**config.mk**
```make
export PLATFORM = sky130hd
export DESIGN_NAME = bounded_list_deque_sorter
export DESIGN_NICKNAME = d
export VERILOG_FILES = /design/src/hw/rtl/bldq_pkg.sv /design/src/hw/rtl/bounded_list_deque_sorter.sv /design/src/hw/rtl/bldq_dp.sv /design/src/hw/rtl/bldq_ctrl.sv
export SDC_FILE = /design/constraint.sdc
export NUM_CORES = 1
export LEC_CHECK = 0
export BUFFER_PORTS_ARGS = -buffer_cell sky130_fd_sc_hd__buf_2
export CAP_MARGIN = 15
export CORE_ASPECT_RATIO = 0.5
export CORE_UTILIZATION = 60
export CTS_CLUSTER_DIAMETER = 30
export DETAILED_ROUTE_END_ITERATION = 7
export PLACE_DENSITY_LB_ADDON = 0.25
export SETUP_SLACK_MARGIN = 0.3
export SYNTH_ARGS = -nofsm -noshare
export SYNTH_HDL_FRONTEND = slang
export SYNTH_HIERARCHICAL = 1
export SYNTH_SLANG_ARGS = --single-unit
```
**constraint.sdc**
```tcl
create_clock -name clk -period 20.5 [get_ports clk]
set_clock_uncertainty 0.1 [all_clocks]
set_input_delay 1.025 -clock clk [delete_from_list [all_inputs] [get_ports clk]]
set_output_delay 1.025 -clock clk [all_outputs]
set_load 0.1 [all_outputs]
```
**src/hw/rtl/bldq_pkg.sv**
```systemverilog
// Shared types and constants for the bounded list deque sorter.
// Holds request/response payloads, op and status codes, FSM states and
// the command/status structs between controller and datapath.
package bldq_pkg;

  localparam int DEPTH_DEF   = 32;
  localparam int MAX_RESULTS = 32;

  typedef enum logic [3:0] {
    OP_PUSH_FRONT = 4'd0,
    OP_PUSH_BACK  = 4'd1,
    OP_SORT_INS   = 4'd2,
    OP_POP_FRONT  = 4'd3,
    OP_POP_BACK   = 4'd4,
    OP_READ       = 4'd5,
    OP_SORT       = 4'd6,
    OP_DUMP       = 4'd7,
    OP_DUMP_REV   = 4'd8
  } op_t;

  typedef enum logic [1:0] {
    ST_OK     = 2'd0,
    ST_EMPTY  = 2'd1,
    ST_FULL   = 2'd2,
    ST_BADPOS = 2'd3
  } status_t;

  typedef struct packed {
    logic [3:0]         op;
    logic signed [31:0] value;
    logic [5:0]         position;
  } req_t;

  typedef struct packed {
    logic [1:0]         status;
    logic signed [31:0] data;
    logic [5:0]         count;
    logic               last;
  } rsp_t;

  typedef enum logic [1:0] {
    KIND_SINGLE,
    KIND_SORT,
    KIND_DUMP
  } kind_t;

  typedef enum logic [3:0] {
    S_IDLE,
    S_DECODE,
    S_SORT_INIT,
    S_SORT_KEY,
    S_SORT_KEYW,
    S_SORT_CMP,
    S_SORT_PLACE,
    S_DUMP_RD,
    S_DUMP_OUT,
    S_RESP
  } state_t;

  typedef struct packed {
    logic load_req;
    logic decode;
    logic sort_init;
    logic key_rd;
    logic key_load;
    logic cmp_step;
    logic place;
    logic dump_rd;
    logic emit;
    logic emit_dump;
  } cmd_t;

  typedef struct packed {
    kind_t kind;
    logic  sort_short;
    logic  shift;
    logic  j_one;
    logic  i_done;
    logic  dump_last;
  } sts_t;

endpackage

```
**src/hw/rtl/bounded_list_deque_sorter.sv**
```systemverilog
// Bounded deque of signed 32-bit values with push/pop at both ends, sorted
// insert, positional read, in-place insertion sort and forward/reverse dumps.
// Top level; depends on bldq_pkg, bldq_ctrl and bldq_dp.
//
// One request is worked at a time; the next is taken as soon as the previous
// one's last response sits in the output register. Pushes, pops, reads, error
// cases and unused codes pass through a decode state and a response state. A
// dump does one memory read and one response per entry, at most 32 responses.
// Sort and sorted insert walk the entries with one read and one write port on
// the entry memory: per entry a key read, a key load, compare steps that move
// larger entries up by one slot, and a place write. The entry memory starts
// undefined and needs no clearing pass after reset.
module bounded_list_deque_sorter #(
  parameter int DEPTH = bldq_pkg::DEPTH_DEF
) (
  input  logic           clk,
  input  logic           rst,
  input  logic           req_valid,
  output logic           req_ready,
  input  bldq_pkg::req_t req,
  output logic           rsp_valid,
  input  logic           rsp_ready,
  output bldq_pkg::rsp_t rsp
);

  bldq_pkg::cmd_t cmd;
  bldq_pkg::sts_t sts;

  bldq_ctrl u_ctrl (
    .clk       (clk),
    .rst       (rst),
    .req_valid (req_valid),
    .req_ready (req_ready),
    .rsp_valid (rsp_valid),
    .rsp_ready (rsp_ready),
    .sts       (sts),
    .cmd       (cmd)
  );

  bldq_dp #(
    .DEPTH (DEPTH)
  ) u_dp (
    .clk (clk),
    .rst (rst),
    .req (req),
    .cmd (cmd),
    .sts (sts),
    .rsp (rsp)
  );

endmodule

```
**src/hw/rtl/bldq_dp.sv**
```systemverilog
// Datapath of the deque sorter: entry ring memory, front/fill pointers,
// sort and dump counters, request latch and response register.
// Depends on bldq_pkg; driven by commands from bldq_ctrl.
module bldq_dp #(
  parameter int DEPTH = bldq_pkg::DEPTH_DEF
) (
  input  logic            clk,
  input  logic            rst,
  input  bldq_pkg::req_t  req,
  input  bldq_pkg::cmd_t  cmd,
  output bldq_pkg::sts_t  sts,
  output bldq_pkg::rsp_t  rsp
);

  localparam int IW   = (DEPTH > 1) ? $clog2(DEPTH) : 1;
  localparam int CW   = $clog2(DEPTH + 1);
  localparam int CmpW = (CW > 6) ? CW : 6;

  function automatic logic [IW-1:0] slot(input logic [IW-1:0] f, input logic [IW-1:0] k);
    logic [IW:0] s;
    s = {1'b0, f} + {1'b0, k};
    if (s >= (IW+1)'(DEPTH)) begin
      return IW'(s - (IW+1)'(DEPTH));
    end
    return IW'(s);
  endfunction

  bldq_pkg::req_t      cur;
  logic [IW-1:0]       front;
  logic [CW-1:0]       fill;
  logic [CW-1:0]       idx;
  logic [IW-1:0]       j;
  logic signed [31:0]  key;
  bldq_pkg::status_t   res_status;
  logic                res_mem;

  logic signed [31:0]  mem [DEPTH];
  logic signed [31:0]  rd_data;

  logic                full;
  logic                empty;
  logic                bad_pos;
  bldq_pkg::status_t   dec_status;
  logic                dec_mem;
  logic                dec_push;
  bldq_pkg::kind_t     kind;
  logic [IW-1:0]       front_dec;
  logic [IW-1:0]       front_inc;
  logic                rd_en;
  logic [IW-1:0]       rd_off;
  logic [IW-1:0]       rd_addr;
  logic                wr_en;
  logic [IW-1:0]       wr_addr;
  logic signed [31:0]  wr_data;
  logic                shift;
  logic                j_one;
  logic [CW-1:0]       idx_inc;
  logic                dump_last;

  assign full      = (fill == CW'(DEPTH));
  assign empty     = (fill == '0);
  assign bad_pos   = (cur.position == 6'd0) || (CmpW'(cur.position) > CmpW'(fill));
  assign front_dec = (front == '0) ? IW'(DEPTH - 1) : front - IW'(1);
  assign front_inc = (front == IW'(DEPTH - 1)) ? '0 : front + IW'(1);
  assign shift     = key < rd_data;
  assign j_one     = (j == IW'(1));
  assign idx_inc   = idx + CW'(1);
  assign dump_last = (idx_inc == fill) ||
                     (CmpW'(idx_inc) == CmpW'(bldq_pkg::MAX_RESULTS));

  always_comb begin
    dec_status = bldq_pkg::ST_OK;
    dec_mem    = 1'b0;
    dec_push   = 1'b0;
    kind       = bldq_pkg::KIND_SINGLE;
    unique case (cur.op) inside
      bldq_pkg::OP_PUSH_FRONT, bldq_pkg::OP_PUSH_BACK, bldq_pkg::OP_SORT_INS: begin
        if (full) begin
          dec_status = bldq_pkg::ST_FULL;
        end else begin
          dec_push = 1'b1;
          if (cur.op == bldq_pkg::OP_SORT_INS) kind = bldq_pkg::KIND_SORT;
        end
      end
      bldq_pkg::OP_POP_FRONT, bldq_pkg::OP_POP_BACK: begin
        if (empty) dec_status = bldq_pkg::ST_EMPTY;
        else dec_mem = 1'b1;
      end
      bldq_pkg::OP_READ: begin
        if (empty) dec_status = bldq_pkg::ST_EMPTY;
        else if (bad_pos) dec_status = bldq_pkg::ST_BADPOS;
        else dec_mem = 1'b1;
      end
      bldq_pkg::OP_SORT: begin
        if (empty) dec_status = bldq_pkg::ST_EMPTY;
        else kind = bldq_pkg::KIND_SORT;
      end
      bldq_pkg::OP_DUMP, bldq_pkg::OP_DUMP_REV: begin
        if (empty) dec_status = bldq_pkg::ST_EMPTY;
        else kind = bldq_pkg::KIND_DUMP;
      end
      default: begin
        dec_status = bldq_pkg::ST_OK;
      end
    endcase
  end

  always_comb begin
    rd_en  = 1'b0;
    rd_off = '0;
    if (cmd.decode) begin
      rd_en = dec_mem;
      if (cur.op == bldq_pkg::OP_POP_BACK) rd_off = IW'(fill - CW'(1));
      else if (cur.op == bldq_pkg::OP_READ) rd_off = IW'(cur.position - 6'd1);
    end else if (cmd.key_rd) begin
      rd_en  = 1'b1;
      rd_off = IW'(idx);
    end else if (cmd.key_load) begin
      rd_en  = 1'b1;
      rd_off = j - IW'(1);
    end else if (cmd.cmp_step) begin
      rd_en  = shift && !j_one;
      rd_off = j - IW'(1) - IW'(1);
    end else if (cmd.dump_rd) begin
      rd_en  = 1'b1;
      rd_off = (cur.op == bldq_pkg::OP_DUMP) ? IW'(idx) : IW'(fill - CW'(1) - idx);
    end
    rd_addr = slot(front, rd_off);
  end

  always_comb begin
    wr_en   = 1'b0;
    wr_addr = slot(front, j);
    wr_data = cur.value;
    if (cmd.decode) begin
      wr_en   = dec_push;
      wr_addr = (cur.op == bldq_pkg::OP_PUSH_BACK) ? slot(front, IW'(fill)) : front_dec;
    end else if (cmd.cmp_step) begin
      wr_en   = shift;
      wr_data = rd_data;
    end else if (cmd.place) begin
      wr_en   = 1'b1;
      wr_data = key;
    end
  end

  always_ff @(posedge clk) begin
    if (wr_en) mem[wr_addr] <= wr_data;
    if (rd_en) rd_data <= mem[rd_addr];
  end

  always_ff @(posedge clk) begin
    if (rst) begin
      front <= '0;
      fill  <= '0;
    end else if (cmd.decode) begin
      if (dec_push) begin
        fill <= fill + CW'(1);
        if (cur.op != bldq_pkg::OP_PUSH_BACK) front <= front_dec;
      end else if (dec_mem && cur.op != bldq_pkg::OP_READ) begin
        fill <= fill - CW'(1);
        if (cur.op == bldq_pkg::OP_POP_FRONT) front <= front_inc;
      end
    end
  end

  always_ff @(posedge clk) begin
    if (cmd.load_req) cur <= req;
    if (cmd.decode) begin
      res_status <= dec_status;
      res_mem    <= dec_mem;
      idx        <= '0;
    end
    if (cmd.sort_init) idx <= CW'(1);
    if (cmd.key_rd) j <= IW'(idx);
    if (cmd.key_load) key <= rd_data;
    if (cmd.cmp_step && shift) j <= j - IW'(1);
    if (cmd.place || cmd.emit_dump) idx <= idx_inc;
    if (cmd.emit) begin
      rsp.status <= res_status;
      rsp.data   <= res_mem ? rd_data : '0;
      rsp.count  <= 6'(fill);
      rsp.last   <= 1'b1;
    end else if (cmd.emit_dump) begin
      rsp.status <= bldq_pkg::ST_OK;
      rsp.data   <= rd_data;
      rsp.count  <= 6'(fill);
      rsp.last   <= dump_last;
    end
  end

  assign sts.kind       = kind;
  assign sts.sort_short = (fill < CW'(2));
  assign sts.shift      = shift;
  assign sts.j_one      = j_one;
  assign sts.i_done     = (idx_inc == fill);
  assign sts.dump_last  = dump_last;

  a_fill_bound: assert property (@(posedge clk) disable iff (rst)
    fill <= CW'(DEPTH))
    else $error("fill count above depth");

  a_rw_apart: assert property (@(posedge clk) disable iff (rst)
    (wr_en && rd_en) |-> (wr_addr != rd_addr))
    else $error("read and write hit the same entry");

  a_cmp_j: assert property (@(posedge clk) disable iff (rst)
    cmd.cmp_step |-> (j != '0))
    else $error("sort compare with no predecessor");

  a_key_range: assert property (@(posedge clk) disable iff (rst)
    cmd.key_rd |-> (idx < fill))
    else $error("sort key beyond fill");

  a_pop_front: assert property (@(posedge clk) disable iff (rst)
    (cmd.decode && dec_mem && cur.op == bldq_pkg::OP_POP_FRONT) |=>
      (fill == $past(fill) - CW'(1)) && (front == $past(front_inc)))
    else $error("pop front did not advance");

endmodule

```
**src/hw/rtl/bldq_ctrl.sv**
```systemverilog
// Controller FSM of the deque sorter: request/response handshakes and
// sequencing of decode, insertion sort and dump walks.
// Depends on bldq_pkg; commands bldq_dp and reads its status.
module bldq_ctrl (
  input  logic           clk,
  input  logic           rst,
  input  logic           req_valid,
  output logic           req_ready,
  output logic           rsp_valid,
  input  logic           rsp_ready,
  input  bldq_pkg::sts_t sts,
  output bldq_pkg::cmd_t cmd
);

  bldq_pkg::state_t state;
  bldq_pkg::state_t state_next;
  logic             out_free;

  assign out_free = !rsp_valid || rsp_ready;

  always_ff @(posedge clk) begin
    if (rst) begin
      state <= bldq_pkg::S_IDLE;
    end else begin
      state <= state_next;
    end
  end

  always_ff @(posedge clk) begin
    if (rst) begin
      rsp_valid <= 1'b0;
    end else if (cmd.emit || cmd.emit_dump) begin
      rsp_valid <= 1'b1;
    end else if (rsp_ready) begin
      rsp_valid <= 1'b0;
    end
  end

  always_comb begin
    state_next = state;
    cmd        = '0;
    req_ready  = 1'b0;
    unique case (state)
      bldq_pkg::S_IDLE: begin
        req_ready = 1'b1;
        if (req_valid) begin
          cmd.load_req = 1'b1;
          state_next   = bldq_pkg::S_DECODE;
        end
      end
      bldq_pkg::S_DECODE: begin
        cmd.decode = 1'b1;
        unique case (sts.kind)
          bldq_pkg::KIND_SORT: state_next = bldq_pkg::S_SORT_INIT;
          bldq_pkg::KIND_DUMP: state_next = bldq_pkg::S_DUMP_RD;
          default:             state_next = bldq_pkg::S_RESP;
        endcase
      end
      bldq_pkg::S_SORT_INIT: begin
        cmd.sort_init = 1'b1;
        state_next    = sts.sort_short ? bldq_pkg::S_RESP : bldq_pkg::S_SORT_KEY;
      end
      bldq_pkg::S_SORT_KEY: begin
        cmd.key_rd = 1'b1;
        state_next = bldq_pkg::S_SORT_KEYW;
      end
      bldq_pkg::S_SORT_KEYW: begin
        cmd.key_load = 1'b1;
        state_next   = bldq_pkg::S_SORT_CMP;
      end
      bldq_pkg::S_SORT_CMP: begin
        cmd.cmp_step = 1'b1;
        if (!sts.shift || sts.j_one) state_next = bldq_pkg::S_SORT_PLACE;
      end
      bldq_pkg::S_SORT_PLACE: begin
        cmd.place  = 1'b1;
        state_next = sts.i_done ? bldq_pkg::S_RESP : bldq_pkg::S_SORT_KEY;
      end
      bldq_pkg::S_DUMP_RD: begin
        cmd.dump_rd = 1'b1;
        state_next  = bldq_pkg::S_DUMP_OUT;
      end
      bldq_pkg::S_DUMP_OUT: begin
        if (out_free) begin
          cmd.emit_dump = 1'b1;
          state_next    = sts.dump_last ? bldq_pkg::S_IDLE : bldq_pkg::S_DUMP_RD;
        end
      end
      bldq_pkg::S_RESP: begin
        if (out_free) begin
          cmd.emit   = 1'b1;
          state_next = bldq_pkg::S_IDLE;
        end
      end
    endcase
  end

endmodule

```
==> results of run 1 <==
-- worst max-delay path: cells and delay by family (launching register included) --
kind / cells / cell delay (ns)
compound gates: 4 / 0.72
fa+ha+maj: 2 / 1.60
buf+inv: 2 / 1.45
flops: 1 / 0.62
mux: 3 / 1.22
simple gates: 3 / 1.08
-- state kept, by name, indices dropped and copies added (netlist names) --
name              cells
u_dp/cur             42
u_dp/key             32
u_dp/rsp             41
u_dp/mem           1024
u_dp/res_mem          1
u_dp/j                5
u_ctrl/state          4
u_dp/rd_data         32
u_dp/idx              6
u_dp/res_status       2
u_dp/front            5
u_dp/fill             6
u_ctrl/rsp_valid      1
-- cells in the final DEF, fill, tap and decap left out, drive strengths merged, types with 5 or more instances in the layout --
cell	n
mux2	39
buf	191
mux4	320
o21a	5
clkinvlp	15
a211o	5
clkbuf	154
a31oi	5
a211oi	10
nor3	17
clkinv	33
or2	5
dfxtp	17
o21ai	54
xor2	11
nand2b	9
a21oi	79
nand4	11
nor2b	40
nor4	39
nand3	9
bufinv	16
mux2i	8
nor2	73
a21o	20
or3	7
nand2	46
nor3b	8
ha	67
xnor2	28
edfxtp	1184
and2	6
inv	86
a22oi	35
-- worst min path at each step --
stage	from	to	slack [ns]	cells after the start
finish	req[25]	u_dp/cur[25]$_DFFE_PP_	0.38	1
global route	req[18]	u_dp/cur[18]$_DFFE_PP_	0.35	1
CTS	req[26]	u_dp/cur[26]$_DFFE_PP_	0.33	1
detailed placement	u_dp/rd_data[20]$_DFFE_PP_	u_dp/key[20]$_DFFE_PP_	0.38	0
global placement	u_dp/rd_data[9]$_DFFE_PP_	u_dp/key[9]$_DFFE_PP_	0.36	0
floorplan	u_dp/rd_data[30]$_DFFE_PP_	u_dp/key[30]$_DFFE_PP_	0.35	0
-- metrics by stage --
step	instance area, sq um	worst slack (ns)	hold WS (ns)	cells	util (%)
floorplan	48790	13.64	0.3504	2407	-
global placement	51150	13.37	0.3631	3554	64.00
detailed placement	51150	13.34	0.3759	3554	64.00
CTS	55760	13.24	0.3296	3795	69.77
global route	55800	12.91	0.3526	3800	69.83
finish	55800	13.14	0.3757	3800	69.83
-- routing by layer --
| layer | global-route usage (%) | up-vias | wire (microns) |
|---|---|---|---|
| met5 | 0 | - | 13 |
| met4 | 8.685 | 2 | 3033 |
| met3 | 6.971 | 239 | 15500 |
| met2 | 46.23 | 1764 | 56910 |
| met1 | 45.41 | 13268 | 47500 |
| li1 | - | 10418 | - |
-- logic make-up after synthesis --
| family | synth area share, % |
|---|---|
| AOI/OAI and AO/OA | 3.231 |
| xor gates and xnor gates | 0.7001 |
| adders and majority gates | 1.882 |
| buffers and inverters | 1.590 |
| DFF | 73.57 |
| muxes | 15.83 |
| and+or+nand+nor | 3.195 |
-- where the power goes --
group | switching (mW) | total, mW | internal, mW
registers | 0.101 | 3.16 | 3.06
clock network | 1.02 | 2.49 | 1.47
logic | 1.18 | 1.98 | 0.803
-- final cells by class --
cell class              instances  area share (%)
clock buffers                 154           6.372
clock inverters                87           1.886
inverters                      63          0.4238
multi-input cells            1017           22.30
flip-flops and latches       1201           64.32
well taps                    1087           2.437
repair buffers                191           2.256
-- synthesized netlist by cell type, types with 7 or more instances --
| master | number |
|---|---|
| nor2_1 | 73 |
| o21ai_0 | 52 |
| mux2i_1 | 8 |
| a21o_1 | 20 |
| xnor2_1 | 28 |
| a22oi_1 | 35 |
| a211oi_1 | 10 |
| a21oi_1 | 78 |
| nor3b_1 | 7 |
| clkbuf_1 | 86 |
| nand2b_1 | 9 |
| mux4_2 | 320 |
| ha_1 | 67 |
| nor4_1 | 38 |
| nor2b_1 | 40 |
| mux2_2 | 37 |
| buf_2 | 17 |
| nor3_1 | 17 |
| dfxtp_1 | 17 |
| inv_1 | 61 |
| buf_1 | 15 |
| edfxtp_1 | 1184 |
| nand3_1 | 9 |
| or3_1 | 7 |
| xor2_1 | 11 |
| nand4_1 | 11 |
| nand2_1 | 46 |
==> metrics.txt, run 1 <==
via count=25.69k; CTS Hold Bufs=0; Longest Clk Path Bufs=3; pwr dens=136.8 nW/um^2; CP Capture Type=flip-flop; Yosys warnings=6; n_diodes=0; DRC marker count from the first detailed-route iteration=about 4.0k; Pins Over Slew Limit=0; Yosys top cell by area=edfxtp_1; die height=203.6 microns; hpwl dp=60.69 mm; Max Cap Violations=0; ranking of synthesized cells by area=edfxtp_1, mux4_2, ha_1, mux2_2, a21oi_1; initial antenna violation count=2; largest net degree at the start of global routing=150; clock tree from TritonCTS=done; crit path kind=flip-flop to flip-flop; period utilization=between 30 and 40%; DRC=0; Post-Route Setup TNS=0 ns; Die W=405.3 microns; # setup viols final=0; Vias/cell=slightly below 7; P_leak=17.96 nW; slack of the worst reg-to-reg path=13.14 ns; PortBufs=88; Clock Latency Late Sink=0.73 ns; Core Area=79920 sq um; CP startpoint kind=flip-flop; setup repair after global routing missed its margin=no; Root Buffer=clkbuf_16; slew margin rel.=22.13%; gr usage total=between 30% and 40%; DR pass1 iterations=6; post-synth net total=2524; final WL=between 100 and 150 mm; Top-Level Pins=89; slowest cell delay on critical path=1.40 ns; RePlAce Congestion=0.8604; crit-path cells=nand2b_1 > nor2_4 > nor2b_1 > a221oi_1 > a211oi_1 > a211oi_1 > a21oi_1 > ha_4 > fa_4 > buf_12 > buf_4 > mux4_2 > mux4_2 > mux2_2; die area=82530 sq um; cell count after synthesis=~2.4k; Tmin final=7.359 ns; arrival time worst endpoint=7.73 ns; TritonCTS buffer count=between 100 and 150; Resized Gates After CTS=0; flip-flop and latch area=35890 sq um; critical path peak fanout=about 150; Fmax=135.9 MHz; Worst Tran Pin Value=1.158 ns; Critical Path Start=u_ctrl/state[0]$_SDFFE_PP0P_; fin nets=2724; number of flops mapped to enable cells by yosys=around 1.2k; drt wl/cell=32.36 microns; postcts setup bufs=0; FF-to-FF path depth=14; num rows=73; CP Data Required Time=~21 ns; Mapped Area=48790 sq um; Clock Pin Slew Worst Setup and Hold Paths=0.06 ns; Hold WC Path Type=input pin to flip-flop; htree depth=4; FF-to-FF End=u_dp/rd_data[27]$_DFFE_PP_; Top FF cell, synth=edfxtp_1; Syn Area/Cell=20.27 sq um; Synth Register Bits=~1.2k; worst setup path end=u_dp/rd_data[27]$_DFFE_PP_; Synth cell types=76; Routed Antenna Nets=0; endpoints failing hold=0; remaining global-route overflow=0; Post-synth ARST share=0%; vias in the first global route=25.54k; Multi-input gate area=12450 sq um; maximum vdd drop=98.99 uV; layout cells sized above 1=about 31%; area grow syn2layout=14.37%; share of the synthesized area in the top cell type=72.87%; post-synthesis sequential area ratio=73.57%; Layout fillers=4683; Tot Pwr=between 7 and 8 mW; worst reg2reg path startpoint=u_ctrl/state[0]$_SDFFE_PP0P_; critical path's slowest cell=fa_4; status=finished, final reports clean; Initial Utilization=61.05%; first-pass GRT wire length=176.6 mm; clock sink total=1201
Note: power is estimated with default switching activity, not from simulation.
==> inputs of run 2 (changes only) <==
--- a/config.mk
+++ b/config.mk
@@ -8,7 +8,7 @@
 export BUFFER_PORTS_ARGS = -buffer_cell sky130_fd_sc_hd__buf_2
 export CAP_MARGIN = 15
 export CORE_ASPECT_RATIO = 0.5
-export CORE_UTILIZATION = 60
+export CORE_UTILIZATION = 56
 export CTS_CLUSTER_DIAMETER = 30
 export DETAILED_ROUTE_END_ITERATION = 7
 export PLACE_DENSITY_LB_ADDON = 0.25
==> constraint.sdc (replaced) <==
create_clock -name clk -period 6.46 [get_ports clk]
set_clock_uncertainty 0.1 [all_clocks]
set_input_delay 0.323 -clock clk [delete_from_list [all_inputs] [get_ports clk]]
set_output_delay 0.323 -clock clk [all_outputs]
set_load 0.1 [all_outputs]
==> run 2 against run 1 <==
  * Critical endpoint is now u_dp/rd_data[4]$_DFFE_PP_
  * Combinational power rose to 3.2 times the previous value
  * Count of clock-buffer cells in the layout is 3 higher
  * Worst hold slack lost 0.20 ns
  * Sequential share of layout area down 1.5 points
  * First-iteration DRC count fell by 9.4%
==> metrics.txt, run 2 (synthesis gave the netlist of run 1 again) <==
status=finished, final reports clean; commonest non-fill, non-tap cell in the layout=edfxtp_1; Longest Clk Path Bufs=3 (unchanged); CTS Hold Bufs=45 (+45); dpl cells=3671 (+3.3%); CP startpoint kind=flip-flop; Multi-input gate area=12470 sq um (+0.21%); area grow syn2layout=17.16%; Root Buffer=clkbuf_16; DRC marker count from the first detailed-route iteration=3596 (-9.4%); FF-to-FF path depth=11 (-3); CP Data Required Time=6.86 ns (-14.01 ns); remaining global-route overflow=0 (unchanged); Vias/cell=6.512 (-3.7%); die area=88380 sq um (+7.1%); first-pass GRT wire length=176.9 mm (+0.18%); Top-Level Pins=89 (unchanged); Worst Tran Pin Value=1.050 ns (-0.1086 ns); Pins Over Slew Limit=0 (unchanged); via count=25.85k (+0.61%); gr usage total=28.66% (-1.9 points); largest net degree at the start of global routing=77 (-49%); Clock Pin Slew Worst Setup and Hold Paths=0.06 ns (about the same); DRC=0 (unchanged); Tmin final=5.514 ns (-1.845 ns); CP Capture Type=flip-flop; die height=210.7 microns (+3.5%); maximum vdd drop=312.8 uV (+220%); Initial Utilization=56.63% (-4.4 points); endpoints failing hold=0 (unchanged); final WL=124.2 mm (+1.0%); clock tree from TritonCTS=done; fin nets=2804 (+2.9%); n_diodes=0 (unchanged); Hold WC Path Type=input pin to flip-flop; setup repair after global routing missed its margin=no; vias in the first global route=25.36k (-0.68%); arrival time worst endpoint=5.91 ns (-1.82 ns); Fmax=181.4 MHz (+33%); Finished Layout Cells=3969 (+4.4%); Resized Gates After CTS=0 (unchanged); layout cells sized above 1=31.08% (+0.38 points); RePlAce Congestion=0.8930 (+3.8%); slew margin rel.=29.03% (+6.9 points); P_leak=18.50 nW (+3.0%); Core Area=86150 sq um (+7.8%); Post-Route Setup TNS=0 ns (unchanged); crit path kind=flip-flop to flip-flop; num rows=76 (+4.1%); hpwl dp=65.60 mm (+8.1%); max reg flops=1024 (unchanged); DR pass1 iterations=7 (+1); htree depth=4 (unchanged); # setup viols final=0 (unchanged); Routed Antenna Nets=0 (unchanged); Layout fillers=5447 (+16%); critical path peak fanout=76 (-49%); Die W=419.4 microns (+3.5%); Max Cap Violations=0 (unchanged); pwr dens=428.4 nW/um^2 (+210%); Min-Delay Path Depth=2 (+1); Clock Latency Late Sink=0.75 ns (+0.02 ns); initial antenna violation count=0 (-2); PortBufs=88 (unchanged); drt wl/cell=31.29 microns (-3.3%); TritonCTS buffer count=135 (+1.5%); clock sink total=1201 (unchanged); flip-flop and latch area=35890 sq um (unchanged); Largest Register=u_dp/mem; most frequent cells in the layout=edfxtp_1, mux4_2, clkbuf_16; postcts setup bufs=0 (unchanged); Top Registers=u_dp/mem x1024, u_dp/cur x42, u_dp/rsp x41; period utilization=85.36% (+49 points)
## run 2: layer usage
layer / global-route usage [%] / vias up / share of wire (%)
li1: - / 10581 / -
met1: 42.40 / 13471 / 40
met2: 43.59 / 1611 / 46
met3: 5.852 / 184 / 12
met4: 8.772 / 0 / 2.2
met5: 0 / - / 0
## run 2: where the power goes
group / total [mW] / switching, mW / internal, mW
Clock: 8.10 / 3.20 / 4.90
Sequential: 10.0 / 0.308 / 9.71
Combinational: 6.37 / 3.71 / 2.66
Total: 24.5 / 7.22 / 17.3
## run 2: critical path: stages (launching register included)
cell and delay (ns):
dfxtp_1 0.66, nand2b_1 0.30, nor2_1 0.63, a211oi_1 0.13, a211oi_1 0.24, a21oi_1 0.11
ha_4 0.22, fa_4 1.16, buf_12 0.44, mux4_2 0.39, mux4_2 0.49, mux2_2 0.27
## run 2: worst paths after layout
check                                             startpoint                         to  slack, ns
worst max-delay path            u_ctrl/state[0]$_SDFFE_PP0P_  u_dp/rd_data[4]$_DFFE_PP_       0.95
worst min-delay path                                 req[19]     u_dp/cur[19]$_DFFE_PP_       0.18
worst max register to register  u_ctrl/state[0]$_SDFFE_PP0P_  u_dp/rd_data[4]$_DFFE_PP_       0.95
worst min register to register    u_dp/rd_data[10]$_DFFE_PP_     u_dp/key[10]$_DFFE_PP_       0.39
## run 2: through the flow
stage                     hold WS (ns)  utilization, %  setup WS (ns)  area (sq um)  total power [mW]
after floorplan                 0.2854               -         0.3267         48800             14.58
after global placement          0.3609           60.21          1.048         51870             16.33
after detailed placement        0.3730           60.21          1.046         51870             16.45
after CTS                       0.1395           66.26          1.026         57080             24.55
after global routing            0.1794           66.35         0.7368         57170             25.28
final                           0.1795           66.35         0.9460         57170             24.49
## run 2: area by class of cell
| cell class | instances | share of cell area [%] |
|---|---|---|
| clock buffer | 157 | 6.314 |
| clock inverter | 92 | 2.009 |
| inverter | 63 | 0.4137 |
| multi-input combinational | 1017 | 21.82 |
| sequential | 1201 | 62.79 |
| tap | 1170 | 2.561 |
| timing repair buffer | 269 | 4.093 |
